===== src/sv/tzhd_pkg.sv =====
package tzhd_pkg;

    typedef enum logic [3:0] {
        MODE_PRESS   = 4'd0,
        MODE_MOVE    = 4'd1,
        MODE_RELEASE = 4'd2,
        MODE_ADD     = 4'd3,
        MODE_CLR_ALL = 4'd4,
        MODE_CLR_ONE = 4'd5,
        MODE_FORCE   = 4'd6,
        MODE_FRAME   = 4'd7,
        MODE_QUERY   = 4'd8
    } mode_t;

    localparam logic [2:0] EV_DONE     = 3'd0;
    localparam logic [2:0] EV_PRESSED  = 3'd1;
    localparam logic [2:0] EV_RELEASED = 3'd2;
    localparam logic [2:0] EV_ACTIV    = 3'd3;
    localparam logic [2:0] EV_MOVE     = 3'd4;
    localparam logic [2:0] EV_ADDED    = 3'd5;
    localparam logic [2:0] EV_REJECT   = 3'd6;
    localparam logic [2:0] EV_QUERY    = 3'd7;

    localparam logic [1:0] PS_IDLE    = 2'd0;
    localparam logic [1:0] PS_PRESSED = 2'd1;
    localparam logic [1:0] PS_IGNORE  = 2'd2;

    typedef struct packed {
        logic [3:0]  mode;
        logic [1:0]  touch_id;
        logic signed [15:0] x_pos;
        logic signed [15:0] y_pos;
        logic signed [15:0] x_far;
        logic signed [15:0] y_far;
        logic [7:0]  zone_label_in;
        logic        track_moves;
        logic        ignore_next;
    } tzhd_in_t;

    typedef struct packed {
        logic [2:0]  event_kind;
        logic [7:0]  zone_label_out;
        logic [3:0]  zone_slot;
        logic [15:0] rel_x;
        logic [15:0] rel_y;
        logic        pressed_hit;
        logic        activated_hit;
        logic        last_item;
    } tzhd_out_t;

    // controller -> datapath commands
    typedef struct packed {
        logic       load;      // capture input item, latch touch position
        logic       emit;      // present a result beat
        logic [2:0] kind;      // result kind to emit
        logic       last;      // final beat
        logic       set_ps;    // write press state
        logic [1:0] ps_val;
        logic       set_act;   // capture label as last activated
        logic       wr_add;    // write new zone
        logic       wr_clr;    // write clear edges
        logic       upd_touch; // store last position
        logic       act_clear;
        logic       qacc;      // accumulate query hit
    } tzhd_cmd_t;

    // datapath -> controller status
    typedef struct packed {
        logic       hit_new;
        logic       hit_old;
        logic       tracks;
        logic       lbl_eq;
        logic [1:0] ps;
    } tzhd_sts_t;

endpackage


===== src/sv/tzhd_ram.sv =====
module tzhd_ram #(
    parameter int WIDTH = 8,
    parameter int DEPTH = 16
) (
    input  logic                     aclk,
    input  logic                     we,
    input  logic [$clog2(DEPTH)-1:0] waddr,
    input  logic [WIDTH-1:0]         wdata,
    input  logic [$clog2(DEPTH)-1:0] raddr,
    output logic [WIDTH-1:0]         rdata
);
    logic [WIDTH-1:0] mem [DEPTH];

    // single write port, registered read
    always_ff @(posedge aclk) begin
        if (we) begin
            mem[waddr] <= wdata;
        end
        rdata <= mem[raddr];
    end
endmodule


===== src/sv/tzhd_datapath.sv =====
module tzhd_datapath import tzhd_pkg::*; #(
    parameter int ZONES   = 16,
    parameter int TOUCHES = 4
) (
    input  logic                     aclk,
    input  logic                     aresetn,
    input  tzhd_in_t                 in_item,
    input  tzhd_cmd_t                cmd,
    input  logic [$clog2(ZONES)-1:0] slot,
    input  logic [$clog2(ZONES)-1:0] add_slot,
    output tzhd_sts_t                sts,
    output tzhd_out_t                res
);
    localparam int SW = $clog2(ZONES);
    localparam int TW = (TOUCHES > 1) ? $clog2(TOUCHES) : 1;
    // left, right, top, bottom, label, tracks
    localparam int GW = 16 * 4 + 8 + 1;

    tzhd_in_t item_reg;
    logic [15:0] lx_reg, ly_reg;
    logic [15:0] tlx_reg [TOUCHES];
    logic [15:0] tly_reg [TOUCHES];
    logic [1:0]  ps_reg [ZONES];
    logic [8:0]  act_reg;
    logic        qhit_reg;
    tzhd_out_t   res_reg, res_next;
    logic [TW-1:0] tsel;

    logic          z_we;
    logic [SW-1:0] z_wa;
    logic [GW-1:0] z_wd, z_rd;
    logic signed [15:0] zl, zr, zt, zb;
    logic [7:0] zlab;
    logic       ztr;
    logic [SW-1:0] slot_reg;

    // touch id folded onto the touch table by repeated subtraction
    function automatic logic [TW-1:0] touch_sel(input logic [1:0] id);
        logic [1:0] r;
        r = id;
        for (int k = 0; k < 3; k++) begin
            if (int'(r) >= TOUCHES) r = r - 2'(TOUCHES);
        end
        return TW'(r);
    endfunction

    assign tsel = touch_sel(in_item.touch_id);

    // zone geometry store
    always_comb begin
        z_we = cmd.wr_add | cmd.wr_clr;
        z_wa = cmd.wr_add ? add_slot : slot;
        if (cmd.wr_add) begin
            z_wd = {item_reg.x_pos, item_reg.x_far, item_reg.y_pos, item_reg.y_far,
                    item_reg.zone_label_in, item_reg.track_moves};
        end else begin
            z_wd = {16'hFFFF, 16'hFFFF, 16'hFFFF, 16'hFFFF, zlab, ztr};
        end
    end

    tzhd_ram #(.WIDTH(GW), .DEPTH(ZONES)) u_zone (
        .aclk (aclk), .we (z_we), .waddr (z_wa), .wdata (z_wd),
        .raddr (slot), .rdata (z_rd)
    );

    assign {zl, zr, zt, zb, zlab, ztr} = z_rd;

    // hit tests on the zone just read
    always_comb begin
        sts.hit_new = (zl <= item_reg.x_pos) && (item_reg.x_pos <= zr)
                   && (zt <= item_reg.y_pos) && (item_reg.y_pos <= zb);
        sts.hit_old = (zl <= $signed(lx_reg)) && ($signed(lx_reg) <= zr)
                   && (zt <= $signed(ly_reg)) && ($signed(ly_reg) <= zb);
        sts.tracks  = ztr;
        sts.lbl_eq  = (zlab == item_reg.zone_label_in);
        sts.ps      = ps_reg[slot_reg];
    end

    // item capture, touch table, press state, activation
    always_ff @(posedge aclk) begin
        slot_reg <= slot;
        if (cmd.load) begin
            item_reg <= in_item;
            lx_reg   <= tlx_reg[tsel];
            ly_reg   <= tly_reg[tsel];
        end
        if (!aresetn) begin
            for (int i = 0; i < TOUCHES; i++) begin
                tlx_reg[i] <= '0;
                tly_reg[i] <= '0;
            end
            for (int i = 0; i < ZONES; i++) begin
                ps_reg[i] <= PS_IDLE;
            end
            act_reg  <= '0;
            qhit_reg <= 1'b0;
        end else begin
            if (cmd.upd_touch) begin
                tlx_reg[touch_sel(item_reg.touch_id)] <= item_reg.x_pos;
                tly_reg[touch_sel(item_reg.touch_id)] <= item_reg.y_pos;
            end
            if (cmd.set_ps) begin
                ps_reg[slot_reg] <= cmd.ps_val;
            end
            if (cmd.act_clear) begin
                act_reg <= '0;
            end else if (cmd.set_act) begin
                act_reg <= {1'b1, zlab};
            end
            if (cmd.load) begin
                qhit_reg <= 1'b0;
            end else if (cmd.qacc && sts.lbl_eq && sts.ps == PS_PRESSED) begin
                qhit_reg <= 1'b1;
            end
        end
    end

    // result beat contents
    always_comb begin
        res_next = '0;
        res_next.event_kind = cmd.kind;
        res_next.last_item  = cmd.last;
        case (cmd.kind)
            EV_PRESSED, EV_RELEASED, EV_ACTIV: begin
                res_next.zone_label_out = zlab;
                res_next.zone_slot      = 4'(slot_reg);
            end
            EV_MOVE: begin
                res_next.zone_label_out = zlab;
                res_next.zone_slot      = 4'(slot_reg);
                res_next.rel_x          = item_reg.x_pos - zl;
                res_next.rel_y          = item_reg.y_pos - zt;
            end
            EV_ADDED: begin
                res_next.zone_label_out = item_reg.zone_label_in;
                res_next.zone_slot      = 4'(add_slot);
            end
            EV_REJECT: begin
                res_next.zone_label_out = item_reg.zone_label_in;
            end
            EV_QUERY: begin
                res_next.zone_label_out = item_reg.zone_label_in;
                res_next.pressed_hit    = qhit_reg;
                res_next.activated_hit  = act_reg[8]
                    && (act_reg[7:0] == item_reg.zone_label_in);
            end
            default: begin
            end
        endcase
    end

    // result beat
    always_ff @(posedge aclk) begin
        if (cmd.emit) begin
            res_reg <= res_next;
        end
    end

    assign res = res_reg;
endmodule


===== src/sv/tzhd_ctrl.sv =====
module tzhd_ctrl import tzhd_pkg::*; #(
    parameter int ZONES = 16
) (
    input  logic                     aclk,
    input  logic                     aresetn,
    input  logic                     s_valid,
    output logic                     s_ready,
    input  logic [3:0]               s_mode,
    output logic                     m_valid,
    input  logic                     m_ready,
    input  tzhd_sts_t                sts,
    output tzhd_cmd_t                cmd,
    output logic [$clog2(ZONES)-1:0] slot,
    output logic [$clog2(ZONES)-1:0] add_slot
);
    localparam int SW = $clog2(ZONES);
    localparam int CW = $clog2(ZONES + 1);

    typedef enum logic [3:0] {
        ST_IDLE, ST_DISP, ST_RD, ST_EVAL, ST_MOVE2, ST_OUT, ST_FINAL, ST_WAIT
    } state_t;

    state_t        state_reg, state_next;
    state_t        ret_reg, ret_next;
    logic [3:0]    mode_reg, mode_next;
    logic [CW-1:0] cnt_reg, cnt_next;
    logic [CW-1:0] idx_reg, idx_next;   // slots left (down scan) or next slot (up)
    logic          pass2_reg, pass2_next;
    logic          mvalid_reg, mvalid_next;
    logic          found_reg, found_next;
    logic [2:0]    fkind_reg, fkind_next;
    logic [SW-1:0] cur_reg, cur_next;
    logic          up_scan;

    assign up_scan  = (mode_reg == MODE_FORCE) || (mode_reg == MODE_QUERY);
    assign s_ready  = (state_reg == ST_IDLE);
    assign m_valid  = mvalid_reg;
    assign slot     = cur_next;
    assign add_slot = cnt_reg[SW-1:0];

    // sequencer
    always_comb begin
        state_next  = state_reg;
        ret_next    = ret_reg;
        mode_next   = mode_reg;
        cnt_next    = cnt_reg;
        idx_next    = idx_reg;
        pass2_next  = pass2_reg;
        found_next  = found_reg;
        fkind_next  = fkind_reg;
        cur_next    = cur_reg;
        mvalid_next = mvalid_reg;
        cmd         = '0;
        if (mvalid_reg && m_ready) begin
            mvalid_next = 1'b0;
        end
        case (state_reg)
            ST_IDLE: begin
                if (s_valid) begin
                    cmd.load   = 1'b1;
                    mode_next  = s_mode;
                    pass2_next = 1'b0;
                    found_next = 1'b0;
                    state_next = ST_DISP;
                end
            end
            ST_DISP: begin
                fkind_next = EV_DONE;
                state_next = ST_FINAL;
                case (mode_reg) inside
                    MODE_PRESS, MODE_MOVE, MODE_RELEASE, MODE_CLR_ONE: begin
                        idx_next   = cnt_reg;
                        state_next = ST_RD;
                    end
                    MODE_FORCE, MODE_QUERY: begin
                        idx_next   = '0;
                        state_next = ST_RD;
                        if (mode_reg == MODE_QUERY) fkind_next = EV_QUERY;
                    end
                    MODE_ADD: begin
                        if (cnt_reg < CW'(ZONES)) begin
                            cmd.wr_add = 1'b1;
                            fkind_next = EV_ADDED;
                        end else begin
                            fkind_next = EV_REJECT;
                        end
                    end
                    MODE_CLR_ALL: begin
                        cnt_next = '0;
                    end
                    MODE_FRAME: begin
                        cmd.act_clear = 1'b1;
                    end
                    default: begin
                    end
                endcase
            end
            ST_RD: begin
                // choose the next slot and read it
                if (up_scan) begin
                    if (idx_reg == cnt_reg) begin
                        state_next = ST_FINAL;
                    end else begin
                        cur_next   = idx_reg[SW-1:0];
                        idx_next   = idx_reg + 1'b1;
                        state_next = ST_EVAL;
                    end
                end else if (idx_reg == '0 || found_reg) begin
                    if (mode_reg == MODE_MOVE && !pass2_reg) begin
                        pass2_next = 1'b1;
                        idx_next   = cnt_reg;
                    end else begin
                        state_next = ST_FINAL;
                    end
                end else begin
                    cur_next   = SW'(idx_reg - 1'b1);
                    idx_next   = idx_reg - 1'b1;
                    state_next = ST_EVAL;
                end
            end
            ST_EVAL: begin
                state_next = ST_RD;
                case (mode_reg)
                    MODE_PRESS: begin
                        if (sts.hit_new) begin
                            cmd.set_ps = 1'b1;
                            cmd.ps_val = PS_PRESSED;
                            cmd.emit   = 1'b1;
                            cmd.kind   = EV_PRESSED;
                            state_next = ST_OUT;
                            ret_next   = sts.tracks ? ST_MOVE2 : ST_RD;
                        end
                    end
                    MODE_MOVE: begin
                        if (!pass2_reg && sts.hit_old && !sts.hit_new) begin
                            cmd.set_ps = 1'b1;
                            cmd.ps_val = PS_IDLE;
                            cmd.emit   = 1'b1;
                            cmd.kind   = EV_RELEASED;
                            state_next = ST_OUT;
                            ret_next   = ST_RD;
                        end else if (!pass2_reg && sts.hit_old && sts.tracks) begin
                            cmd.emit   = 1'b1;
                            cmd.kind   = EV_MOVE;
                            state_next = ST_OUT;
                            ret_next   = ST_RD;
                        end else if (pass2_reg && sts.hit_new && !sts.hit_old) begin
                            cmd.set_ps = 1'b1;
                            cmd.ps_val = PS_PRESSED;
                            cmd.emit   = 1'b1;
                            cmd.kind   = EV_PRESSED;
                            state_next = ST_OUT;
                            ret_next   = ST_RD;
                        end
                    end
                    MODE_RELEASE: begin
                        if (sts.hit_new) begin
                            cmd.set_ps  = 1'b1;
                            cmd.ps_val  = PS_IDLE;
                            cmd.set_act = 1'b1;
                            if (sts.ps != PS_IGNORE) begin
                                cmd.emit   = 1'b1;
                                cmd.kind   = EV_ACTIV;
                                state_next = ST_OUT;
                                ret_next   = ST_RD;
                            end
                        end
                    end
                    MODE_CLR_ONE: begin
                        if (sts.lbl_eq) begin
                            cmd.wr_clr = 1'b1;
                            found_next = 1'b1;
                        end
                    end
                    MODE_FORCE: begin
                        if (sts.ps != PS_IDLE) begin
                            cmd.set_ps = 1'b1;
                            cmd.emit   = 1'b1;
                            cmd.kind   = EV_RELEASED;
                            state_next = ST_OUT;
                            ret_next   = ST_RD;
                        end
                    end
                    MODE_QUERY: begin
                        cmd.qacc = 1'b1;
                    end
                    default: begin
                    end
                endcase
            end
            ST_MOVE2: begin
                // tracked press: follow the pressed beat with a move beat
                if (!mvalid_next) begin
                    cmd.emit    = 1'b1;
                    cmd.kind    = EV_MOVE;
                    mvalid_next = 1'b1;
                    state_next  = ST_OUT;
                    ret_next    = ST_RD;
                end
            end
            ST_OUT: begin
                if (!mvalid_next) state_next = ret_reg;
            end
            ST_FINAL: begin
                if (!mvalid_next) begin
                    cmd.emit    = 1'b1;
                    cmd.kind    = fkind_reg;
                    cmd.last    = 1'b1;
                    mvalid_next = 1'b1;
                    state_next  = ST_WAIT;
                    case (mode_reg)
                        MODE_PRESS, MODE_MOVE: cmd.upd_touch = 1'b1;
                        MODE_FORCE:            cnt_next = '0;
                        MODE_ADD: begin
                            if (fkind_reg == EV_ADDED) cnt_next = cnt_reg + 1'b1;
                        end
                        default: begin
                        end
                    endcase
                end
            end
            ST_WAIT: begin
                if (!mvalid_next) state_next = ST_IDLE;
            end
            default: state_next = ST_IDLE;
        endcase
        if (state_reg == ST_EVAL && cmd.emit) begin
            mvalid_next = 1'b1;
        end
    end

    // the force-release target state comes from the captured item; the
    // datapath keys it off ps_val, which the top overrides
    always_ff @(posedge aclk) begin
        if (!aresetn) begin
            state_reg  <= ST_IDLE;
            ret_reg    <= ST_IDLE;
            mode_reg   <= '0;
            cnt_reg    <= '0;
            idx_reg    <= '0;
            pass2_reg  <= 1'b0;
            found_reg  <= 1'b0;
            fkind_reg  <= EV_DONE;
            cur_reg    <= '0;
            mvalid_reg <= 1'b0;
        end else begin
            state_reg  <= state_next;
            ret_reg    <= ret_next;
            mode_reg   <= mode_next;
            cnt_reg    <= cnt_next;
            idx_reg    <= idx_next;
            pass2_reg  <= pass2_next;
            found_reg  <= found_next;
            fkind_reg  <= fkind_next;
            cur_reg    <= cur_next;
            mvalid_reg <= mvalid_next;
        end
    end

    // a beat is only raised once the previous one has gone
    assert property (@(posedge aclk) disable iff (!aresetn)
        cmd.emit |-> !(mvalid_reg && !m_ready))
        else $error("result beat overwritten");
    // the zone count never exceeds the table
    assert property (@(posedge aclk) disable iff (!aresetn)
        cnt_reg <= CW'(ZONES))
        else $error("zone count overflow");
    // no new item while a run is in progress
    assert property (@(posedge aclk) disable iff (!aresetn)
        (state_reg != ST_IDLE) |-> !s_ready)
        else $error("input taken mid-run");
endmodule


===== src/sv/touch_zone_hit_dispatcher.sv =====
// Touch zone hit dispatcher. Each input beat is one command; it produces a run
// of result beats ending in one with last_item set. Commands take one item at a
// time. A scanning command reads each used slot from the zone store and then
// tests it, emitting result beats as it goes (a tracked press adds a move beat
// after its pressed beat); a move scans the table twice. Result stalls hold the
// scan. The scan rate is set by the single read port of the zone store. No
// clearing pass after reset.
module touch_zone_hit_dispatcher import tzhd_pkg::*; #(
    parameter int ZONES   = 16,
    parameter int TOUCHES = 4
) (
    input  logic      aclk,
    input  logic      aresetn,
    input  logic      s_valid,
    output logic      s_ready,
    input  tzhd_in_t  s_data,
    output logic      m_valid,
    input  logic      m_ready,
    output tzhd_out_t m_data
);
    tzhd_cmd_t                cmd_c, cmd;
    tzhd_sts_t                sts;
    logic [$clog2(ZONES)-1:0] slot, add_slot;
    logic                     ign_reg;
    logic                     force_mode;
    logic [3:0]               mode_cap_reg;

    // force release target state depends on the captured ignore flag
    always_ff @(posedge aclk) begin
        if (s_valid && s_ready) ign_reg <= s_data.ignore_next;
    end

    always_ff @(posedge aclk) begin
        if (s_valid && s_ready) mode_cap_reg <= s_data.mode;
    end
    assign force_mode = (mode_cap_reg == MODE_FORCE);

    always_comb begin
        cmd = cmd_c;
        if (cmd_c.set_ps && cmd_c.kind == EV_RELEASED && force_mode) begin
            cmd.ps_val = ign_reg ? PS_IGNORE : PS_IDLE;
        end
    end

    tzhd_ctrl #(.ZONES(ZONES)) u_ctrl (
        .aclk (aclk), .aresetn (aresetn),
        .s_valid (s_valid), .s_ready (s_ready), .s_mode (s_data.mode),
        .m_valid (m_valid), .m_ready (m_ready),
        .sts (sts), .cmd (cmd_c), .slot (slot), .add_slot (add_slot)
    );

    tzhd_datapath #(.ZONES(ZONES), .TOUCHES(TOUCHES)) u_dp (
        .aclk (aclk), .aresetn (aresetn), .in_item (s_data),
        .cmd (cmd), .slot (slot), .add_slot (add_slot),
        .sts (sts), .res (m_data)
    );
endmodule

===== config.mk =====
export PLATFORM = sky130hd
export DESIGN_NAME = touch_zone_hit_dispatcher
export DESIGN_NICKNAME = d
export VERILOG_FILES = /design/src/sv/tzhd_pkg.sv /design/src/sv/tzhd_ram.sv /design/src/sv/tzhd_datapath.sv /design/src/sv/tzhd_ctrl.sv /design/src/sv/touch_zone_hit_dispatcher.sv
export SDC_FILE = /design/constraint.sdc
export NUM_CORES = 2
export LEC_CHECK = 0
export BUFFER_PORTS_ARGS = -buffer_cell sky130_fd_sc_hd__buf_2
export CAP_MARGIN = 25
export CORE_ASPECT_RATIO = 1.1
export CORE_MARGIN = 4
export CORE_UTILIZATION = 45
export CTS_CLUSTER_DIAMETER = 60
export DETAILED_ROUTE_END_ITERATION = 10
export HOLD_SLACK_MARGIN = 0.05
export SLEW_MARGIN = 0
export SYNTH_ARGS = -nofsm -noshare
export SYNTH_HDL_FRONTEND = slang
export SYNTH_SLANG_ARGS = --single-unit

===== constraint.sdc =====
create_clock -name aclk -period 11.1 [get_ports aclk]
set_input_delay 1.11 -clock aclk [delete_from_list [all_inputs] [get_ports aclk]]
set_output_delay 1.11 -clock aclk [all_outputs]
set_load 0.005 [all_outputs]

==> metrics.md <==
| Metric | Value |
|---|---|
| Outcome | complete, no violations |
| Slew Viols, Final | 0 |
| Grt met3 use | 0.0355 |
| Drt drc | 0 |
| Core ar. | 148000 µm² |
| Slowest cell on crit path | buf_4 |
| Setup WS post-layout | 4700 ps |
| R2R cell count | 13 |
| GPL Wtd Cong | 0.865 |
| I/O pin total | 136 |
| Starting density of the core | 0.453 |
| Peak VDD IR | 0.000191 V |
| Final TNS setup | 0 ps |
| Most used DFF post-synth | edfxtp_1 |
| Max reg flops | 1168 |
| Inst Count DP | 6465 |
| CTS tree | built |
| DR iter-0 viols | 4053 |
| Fin. Hold Viols | 0 |
| Vias in the first global route | 38.1k |
| Clk sinks | 1606 |
| Met2 Usage GRT | 0.352 |
| Worst clock skew | 43.5 ps |
| Max stage delay on crit path | 870 ps |
| Data required, critical path | 11800 ps |
| Crit Reg-Reg Endpoint | u_dp.u_zone.rdata[38] |
| Initial antenna violation count | 1 |
| Hold Startpoint | u_dp.act_reg[8] |
| Routed Antenna Nets | 0 |
| Setup crit start kind | flip-flop |
| Commonest cells after routing, fill and taps aside | edfxtp_1, nand2_1, mux2i_1 |
| RSZ-0062 raised after global routing | false |
| Vias | 38.9k |
| CTS root buf | clkbuf_16 |
| Filler cells | 12.2k |
| Syn nets | 4785 |
| Post-synth cell types | 88 |
| Hold slack | 454 ps |
| GR met1 Demand/Resource | 0.319 |
| WL/cell | 25.5 µm |
| Clk pin slew, worst setup/hold paths | 60 ps |
| First-pass GRT wire length | 255000 µm |
| Syn Inst Count | 4568 |
| Layout cell share with drive strength beyond 1 | 0.128 |
| Seq/Total Area, Yosys | 0.702 |
| Die width | 376 µm |
| Power Dens Cells | 222 nW/µm² |
| CTS-repair resized insts | 0 |
| Clock tree buffer depth | 3 |
| Vias/cell | 5.74 |
| WP data arrival | 7090 ps |
| Mapped Area | 67000 µm² |
| Hold depth | 2 |
| Critical Path Sink Type | flip-flop |
| Die height | 413 µm |
| Tmin final | 6400 ps |
| Total Wirelength | 173000 µm |
| Fin util | 0.508 |
| Non-Filler Instances | 6783 |
| Worst Tran Pin Value | 1050 ps |
| Pin count of the biggest net entering global routing | 154 |
| CTS Hold Bufs | 0 |
| Drt first pass iters | 5 |
| Critical Path Most Common Cell | buf_4 |
| Maximum clock rate | 156 MHz |
| Worst min-delay path class | reg -> reg |
| Die ar. | 155000 µm² |
| Most common cell after layout, fill and taps aside | edfxtp_1 |
| Hpwl dp | 104000 µm |
| # setup viols final | 0 |
| Fin nets | 4903 |
| Synth Register Bits | 1606 |
| Row cnt | 148 |
| Crit path kind | reg -> reg |
| Postcts setup bufs | 0 |
| Total GRT Usage | 0.221 |
| Area grow syn2layout | 12.2% |
| H-tree depth | 4 |
| Mean Syn Cell Area | 14.7 µm² |
| CTS buffer count | 167 |
| Post-route clock period utilization | 0.576 |
| Synth warn | 0 |
| Worst slew margin | 0.302 |
| Skew-Pair Late Insertion Delay | 800 ps |
| Leak pwr | 28.6 nW |
| Gr busiest metal | met2 |
| Worst reg2reg setup slack | 4700 ps |
| Number of enable flip-flop cells after synthesis | 1490 |
| Critical path fanouts, max | 70 |
| Worst r2r src | u_ctrl.mode_reg[3] |
| IO Port Bufs | 135 |
| Post-synthesis async set-or-reset flop share | 0 |
| Crit path cell chain | or3b_1 -> a21oi_2 -> o31a_2 -> o2bb2ai_1 -> a211o_4 -> buf_4 -> buf_4 -> buf_4 -> nand2_1 -> and3_1 -> a311oi_1 -> nor3_1 -> a21oi_1 |
| Setup Slack @ Placement | 4890 ps |
| Max Cap Viol | 0 |
| Worst hold endpoint | u_dp.act_reg[8] |
| Grt total ovfl | 0 |
==> area by class of cell <==
| class | instances | area, µm² | share of cell area |
|---|---|---|---|
| diodes | 3 | 7.51 | 0.0000998 |
| clock buffers | 230 | 4520 | 0.0600 |
| inverters | 137 | 534 | 0.00710 |
| flip-flops and latches | 1606 | 47100 | 0.626 |
| repair buffers | 205 | 1360 | 0.0180 |
| clock inverters | 83 | 812 | 0.0108 |
| multi-input cells | 2569 | 18500 | 0.246 |
| well taps | 1950 | 2440 | 0.0324 |
==> power breakdown <==
group	internal, mW	leakage, nW	switching (mW)
logic	1.33	8.53	2.54
registers	6.97	17.5	0.398
clock network	3.11	2.59	2.34
total	11.4	28.6	5.28
==> worst max-delay path by stage <==
stage          cells past startpoint  slack, ps                      to               start
2_1_floorplan                     13       4990  u_dp.u_zone.mem[11][0]   u_ctrl.idx_reg[0]
3_3_place_gp                      13       4890  u_dp.u_zone.mem[9][15]  u_ctrl.mode_reg[3]
3_5_place_dp                      13       4890   u_dp.u_zone.rdata[31]  u_ctrl.mode_reg[3]
4_1_cts                           13       4780   u_dp.u_zone.rdata[38]  u_ctrl.mode_reg[3]
5_1_grt                           13       4410   u_dp.u_zone.rdata[38]  u_ctrl.mode_reg[3]
6_report                          13       4700   u_dp.u_zone.rdata[38]  u_ctrl.mode_reg[3]
==> cell families after synthesis <==
| logic type | synth area share |
|---|---|
| compound gates | 0.0527 |
| xor+xnor | 0.00575 |
| fa+ha+maj | 0.0250 |
| buf+inv | 0.0250 |
| flops | 0.702 |
| mux | 0.0847 |
| simple gates | 0.105 |
==> per-layer routing <==
layer,part of all wire,vias up,wire [µm]
met1,0.44,19800,76300
met2,0.47,1361,80700
met4,0.025,0,4310
met5,0,-,0
met3,0.068,226,11800
li1,-,17500,-
==> per-stage QoR <==
step,total power [mW],area [µm²]
floorplan,10.1,67000
global placement,11.3,69700
detailed placement,11.4,69900
CTS,16.8,75200
global route,17.4,75200
finish,16.7,75200
==> critical path: cells and delay by family (launching register included) <==
| family | cells | cell delay (ps) |
|---|---|---|
| buf+inv | 3 | 2480 |
| flops | 1 | 580 |
| compound gates | 6 | 2160 |
| simple gates | 4 | 900 |
==> synth_stat cells (8+ instances only) <==
master | number | share of area
nand2b_1 | 86 | 0.0080
buf_2 | 89 | 0.0066
nor2b_1 | 18 | 0.0017
buf_1 | 11 | 0.00062
clkbuf_1 | 136 | 0.0076
edfxtp_1 | 1490 | 0.67
a21o_1 | 13 | 0.0015
a22o_1 | 9 | 0.0012
nor4_1 | 14 | 0.0013
xnor2_1 | 22 | 0.0029
mux4_2 | 113 | 0.038
a311oi_1 | 146 | 0.019
nand3_1 | 24 | 0.0018
ha_1 | 131 | 0.024
nand2_1 | 710 | 0.040
o21ai_0 | 70 | 0.0052
nor3b_1 | 8 | 0.00090
and2_1 | 127 | 0.012
nand4_1 | 31 | 0.0029
mux2i_1 | 312 | 0.047
nor3_2 | 10 | 0.0015
a21oi_1 | 147 | 0.011
a31oi_1 | 9 | 0.00084
buf_4 | 16 | 0.0018
nor3_1 | 130 | 0.0097
xor2_1 | 22 | 0.0029
a211oi_1 | 13 | 0.0015
nor2_1 | 123 | 0.0069
inv_1 | 132 | 0.0074
and3_1 | 155 | 0.014
dfxtp_1 | 116 | 0.035
o211ai_1 | 14 | 0.0016
(Power assumes the default switching activity.)
